$ cat src/image_range_alias_table_core_macros.svh
// ---------------------------------------------------------------------------
// Assertion macros for the image range alias table
// Property wrappers clocked on clk_i and disabled while rst_ni is low.
// ---------------------------------------------------------------------------
`ifndef IMAGE_RANGE_ALIAS_TABLE_CORE_MACROS_SVH
`define IMAGE_RANGE_ALIAS_TABLE_CORE_MACROS_SVH

// property must hold at every edge out of reset
`define IRAT_ASSERT(lbl, prop, msg) \
  lbl: assert property (@(posedge clk_i) disable iff (!rst_ni) (prop)) else $error(msg);

// condition must never be seen out of reset
`define IRAT_NEVER(lbl, cond, msg) \
  lbl: assert property (@(posedge clk_i) disable iff (!rst_ni) !(cond)) else $error(msg);

`endif

$ cat src/irat_pkg.sv
// ---------------------------------------------------------------------------
// irat_pkg
// Shared constants, codes and helpers of the image range alias table.
// ---------------------------------------------------------------------------
package irat_pkg;

  localparam int ENTRIES_DEF = 16;
  localparam int ID_BITS_DEF = 16;
  localparam int MAX_RESULTS = 16;
  localparam int CNT_W       = 5;

  localparam int ADDR_W = 64;
  localparam int VIEW_W = 8;
  localparam int ORD_W  = 32;

  // entry layout, low fields first; the image id sits above START
  localparam int ORD_LSB   = 0;
  localparam int VIEW_LSB  = ORD_LSB + ORD_W;
  localparam int TICK_LSB  = VIEW_LSB + VIEW_W;
  localparam int GEN_LSB   = TICK_LSB + ADDR_W;
  localparam int LEN_LSB   = GEN_LSB + ADDR_W;
  localparam int START_LSB = LEN_LSB + ADDR_W;
  localparam int IMG_LSB   = START_LSB + ADDR_W;

  typedef enum logic [2:0] {
    OP_REGISTER   = 3'd0,
    OP_UNREGISTER = 3'd1,
    OP_NOTIFY     = 3'd2,
    OP_FIND       = 3'd3,
    OP_READ_INFO  = 3'd4,
    OP_READ_GEN   = 3'd5,
    OP_CANONICAL  = 3'd6,
    OP_CLEAR      = 3'd7
  } op_e;

  typedef enum logic [2:0] {
    STS_OK       = 3'd0,
    STS_ZERO     = 3'd1,
    STS_DUP      = 3'd2,
    STS_NOT_REG  = 3'd3,
    STS_FULL     = 3'd4
  } status_e;

  // half-open ranges [as, ae) and [bs, be), ends already wrapped
  function automatic logic ranges_overlap(logic [ADDR_W-1:0] as, logic [ADDR_W-1:0] ae,
                                          logic [ADDR_W-1:0] bs, logic [ADDR_W-1:0] be);
    ranges_overlap = (as < be) && (bs < ae);
  endfunction

endpackage

$ cat src/irat_slot_mem.sv
// ---------------------------------------------------------------------------
// irat_slot_mem
// Slot storage: one write port, one read port with registered read data.
// ---------------------------------------------------------------------------
module irat_slot_mem
  import irat_pkg::*;
#(
  parameter int DEPTH = ENTRIES_DEF,
  parameter int WIDTH = ID_BITS_DEF + IMG_LSB,
  parameter int AW    = $clog2(ENTRIES_DEF)
) (
  input  logic             clk_i,
  input  logic             we_i,
  input  logic [AW-1:0]    waddr_i,
  input  logic [WIDTH-1:0] wdata_i,
  input  logic [AW-1:0]    raddr_i,
  output logic [WIDTH-1:0] rdata_o
);

  logic [WIDTH-1:0] mem [DEPTH];
  logic [WIDTH-1:0] rdata_q;

  always_ff @(posedge clk_i) begin
    if (we_i) begin
      mem[waddr_i] <= wdata_i;
    end
  end

  always_ff @(posedge clk_i) begin
    rdata_q <= mem[raddr_i];
  end

  assign rdata_o = rdata_q;

endmodule

$ cat config.mk
export PLATFORM = sky130hd
export DESIGN_NAME = irat_slot_mem
export DESIGN_NICKNAME = d
export VERILOG_FILES = /design/src/image_range_alias_table_core_macros.svh /design/src/irat_pkg.sv /design/src/irat_slot_mem.sv
export SDC_FILE = /design/constraint.sdc
export NUM_CORES = 2
export LEC_CHECK = 0
export BUFFER_PORTS_ARGS = -buffer_cell sky130_fd_sc_hd__buf_2
export CELL_PAD_IN_SITES_DETAIL_PLACEMENT = 0
export CELL_PAD_IN_SITES_GLOBAL_PLACEMENT = 2
export CORE_MARGIN = 4
export CORE_UTILIZATION = 40
export DETAILED_ROUTE_END_ITERATION = 6
export MAX_ROUTING_LAYER = met4
export PLACE_DENSITY = 0.71
export SLEW_MARGIN = 0
export SYNTH_ARGS = -nofsm -noshare
export SYNTH_HDL_FRONTEND = slang
export SYNTH_MEMORY_MAX_BITS = 65536
export SYNTH_SLANG_ARGS = --single-unit
$ cat constraint.sdc
create_clock -name clk_i -period 25.9 [get_ports clk_i]
set_clock_uncertainty 0.1 [all_clocks]
set_input_delay 3.885 -clock clk_i [delete_from_list [all_inputs] [get_ports clk_i]]
set_output_delay 3.885 -clock clk_i [all_outputs]
set_load 0.03 [all_outputs]
==> metrics.txt <==
outcome=complete, no violations; Fmax=0.111 GHz; initial antenna violation count=178; vias=89400; final net count=9387; CTS tree=done; Post-synth EDFFs=4992; CP arrival=9.82 ns; Worst R2R Setup Slack=24.31 ns; start of the worst register-to-register path=mem[15][20]; Area growth, synth to finish=15.2%; sequential element share of the synthesized area=0.808; top cells by area, synth=edfxtp_1 (78%), mux4_2 (14%), dfxtp_1 (3.2%); WL per Instance=30.2 µm; setup bufs post-CTS=0; Worst Hold Depth=3; Leak=70.9 nW; row cnt=255; startpoint class of the critical path=input pin; Worst-Skew Late Latency=1.05 ns; Fillers=39600; Iteration-0 DRC Markers=9246; post-cts hold buffer count=0; Worst-path clk slew=0.06 ns; RSZ-0062 raised after global routing=no; Die H=703 µm; Peak supply drop=0.0621 mV; Synth top area share=0.776; all-layer global routing usage=0.199; R2R depth=3; Routed WL=485000 µm; mux cell area share after synthesis=0.147; cells after synthesis=8108; post-place instance area=0.204 mm²; Placer Congestion=0.733; Longest Clk Path Bufs=4; largest net degree at the start of global routing=149; commonest cells in the netlist=edfxtp_1 (4992), mux4_2 (1174), a22oi_1 (542); compound-gate portion of the synthesized area=0.0258; initial core utilization=0.401; Power Density=82.6 mW/mm²; R2R Path End=rdata_o[20]; Synth Register Bits=5304; global-route wire length before repair=690000 µm; Clock Sinks=5304; warnings from Yosys=0; setup_tns=0 ns; CP max FO=73; grt total ovfl=0; Adder-Cell Fraction of Synth Area=0; hold worst-path end=rdata_o[246]; Rel. slew slack=0.271; worst hold path type=flip-flop to flip-flop; largest family of logic cells by synthesized area=multiplexers; Root Buffer=clkbuf_16; Unique masters post-synth=26; final instance area=0.223 mm²; final hold viol count=0; Setup Viol. Count Final=0; vias in the first global route=93700; top-count cell post-synth=edfxtp_1; Worst Tran Pin Value=1.09 ns; num ports=634; Via-to-Cell Ratio=5.57; Port Buffers=633; total die area=0.494 mm²; Crit Path Class=input pin to flip-flop; Residual DRC=0; CTS resizes=0; top_reg_cell synth=edfxtp_1; Initial DRT Pass Iterations=5; post-synth top area cell=edfxtp_1; CTS Buf Count=559; fin crit share=0.348; Async SR Flop Fraction=0; CTS H-Tree Depth=6; Worst Path Required=26.71 ns; fraction of final layout cells sized beyond drive strength 1=0.311; HPWL Detailed=249000 µm; Post-Syn Area=0.193 mm²; crit path time final=9.01 ns; HP Start=mem[10][246]; Synth Net Count=8430; Die W=703 µm; CP endpoint kind=flip-flop; fraction of the mapped netlist area in simple logic gates=0.00807; max_cap viols=0; synthesized area per cell=23.8 µm²; final antenna-violating net count=0; Slew Viols, Final=0; Synth Area in XOR/XNOR=0; Final Power=18.4 mW; area of the core=0.482 mm²
critical path: stages:
cell	delay [ns]
buf_8	0.53
buf_4	0.58
buf_4	0.68
buf_4	0.82
buf_4	0.63
buf_4	0.69
buf_4	0.86
mux4_2	0.42
a22oi_1	0.21
nand2_1	0.10
layer usage:
layer / share of wire / vias to the layer above / track usage / wire length, µm
met5: 0 / - / - / 0
met2: 0.49 / 3147 / 0.317 / 239000
met4: 0.025 / 0 / 0.0502 / 11900
li1: - / 36800 / - / -
met3: 0.069 / 785 / 0.0353 / 33500
met1: 0.41 / 48700 / 0.267 / 200000
metrics by stage:
stage               instances  utilization  hold slack, ns  setup WS [ns]
floorplan                8108            -           0.535           7.48
global placement        14900        0.424           0.550          15.86
detailed placement      14900        0.424           0.551          15.81
CTS                     16000        0.462           0.544          17.00
global route            16000        0.462           0.565          16.61
finish                  16100        0.462           0.543          16.89
cell usage in the layout, fill, tap and decap left out, types with 94 or more instances in the layout:
cell and n:
nand2_1 240, dfxtp_1 312, diode_2 94, clkbuf_16 563
mux4_2 1174, a22oi_1 542, clkbuf_1 167, edfxtp_1 4992
buf_4 171, mux2_2 140, buf_2 629
state kept, by name, indices dropped and copies added (netlist names):
register  count
mem        4992
rdata_o     312
cells by family after synthesis:
kind of cell	after synthesis
flip-flops	5304
multiplexers	1358
AO/OA/AOI/OAI	662
buffers and inverters	433
AND/OR/NAND/NOR	351
power breakdown:
group	total [mW]	internal (mW)	switching, mW	leakage [nW]
combinational	0.940	0.331	0.609	14.5
sequential	9.68	9.60	0.0846	47.7
clock	7.76	4.41	3.35	8.73
total	18.4	14.3	4.04	70.9
area by class of cell:
cell class / count / area (µm²) / share of cell area
diodes: 94 / 235 / 0.00106
clock buffers: 777 / 15400 / 0.0690
clock inverters: 252 / 2620 / 0.0118
multi-input cells: 2371 / 35200 / 0.158
flip-flops and latches: 5304 / 156000 / 0.701
well taps: 6425 / 8040 / 0.0361
repair buffers: 829 / 4990 / 0.0224
worst max path at each step:
stage | slack, ns | start | cells past startpoint | endpoint
6_report | 16.89 | raddr_i[1] | 10 | rdata_o[137]
5_1_grt | 16.61 | raddr_i[0] | 9 | rdata_o[141]
4_1_cts | 17.00 | raddr_i[1] | 10 | rdata_o[133]
3_5_place_dp | 15.81 | raddr_i[1] | 10 | rdata_o[133]
3_3_place_gp | 15.86 | raddr_i[1] | 10 | rdata_o[135]
2_1_floorplan | 7.48 | waddr_i[2] | 2 | mem[1][0]
No activity file was read; power rests on OpenSTA's default activity.
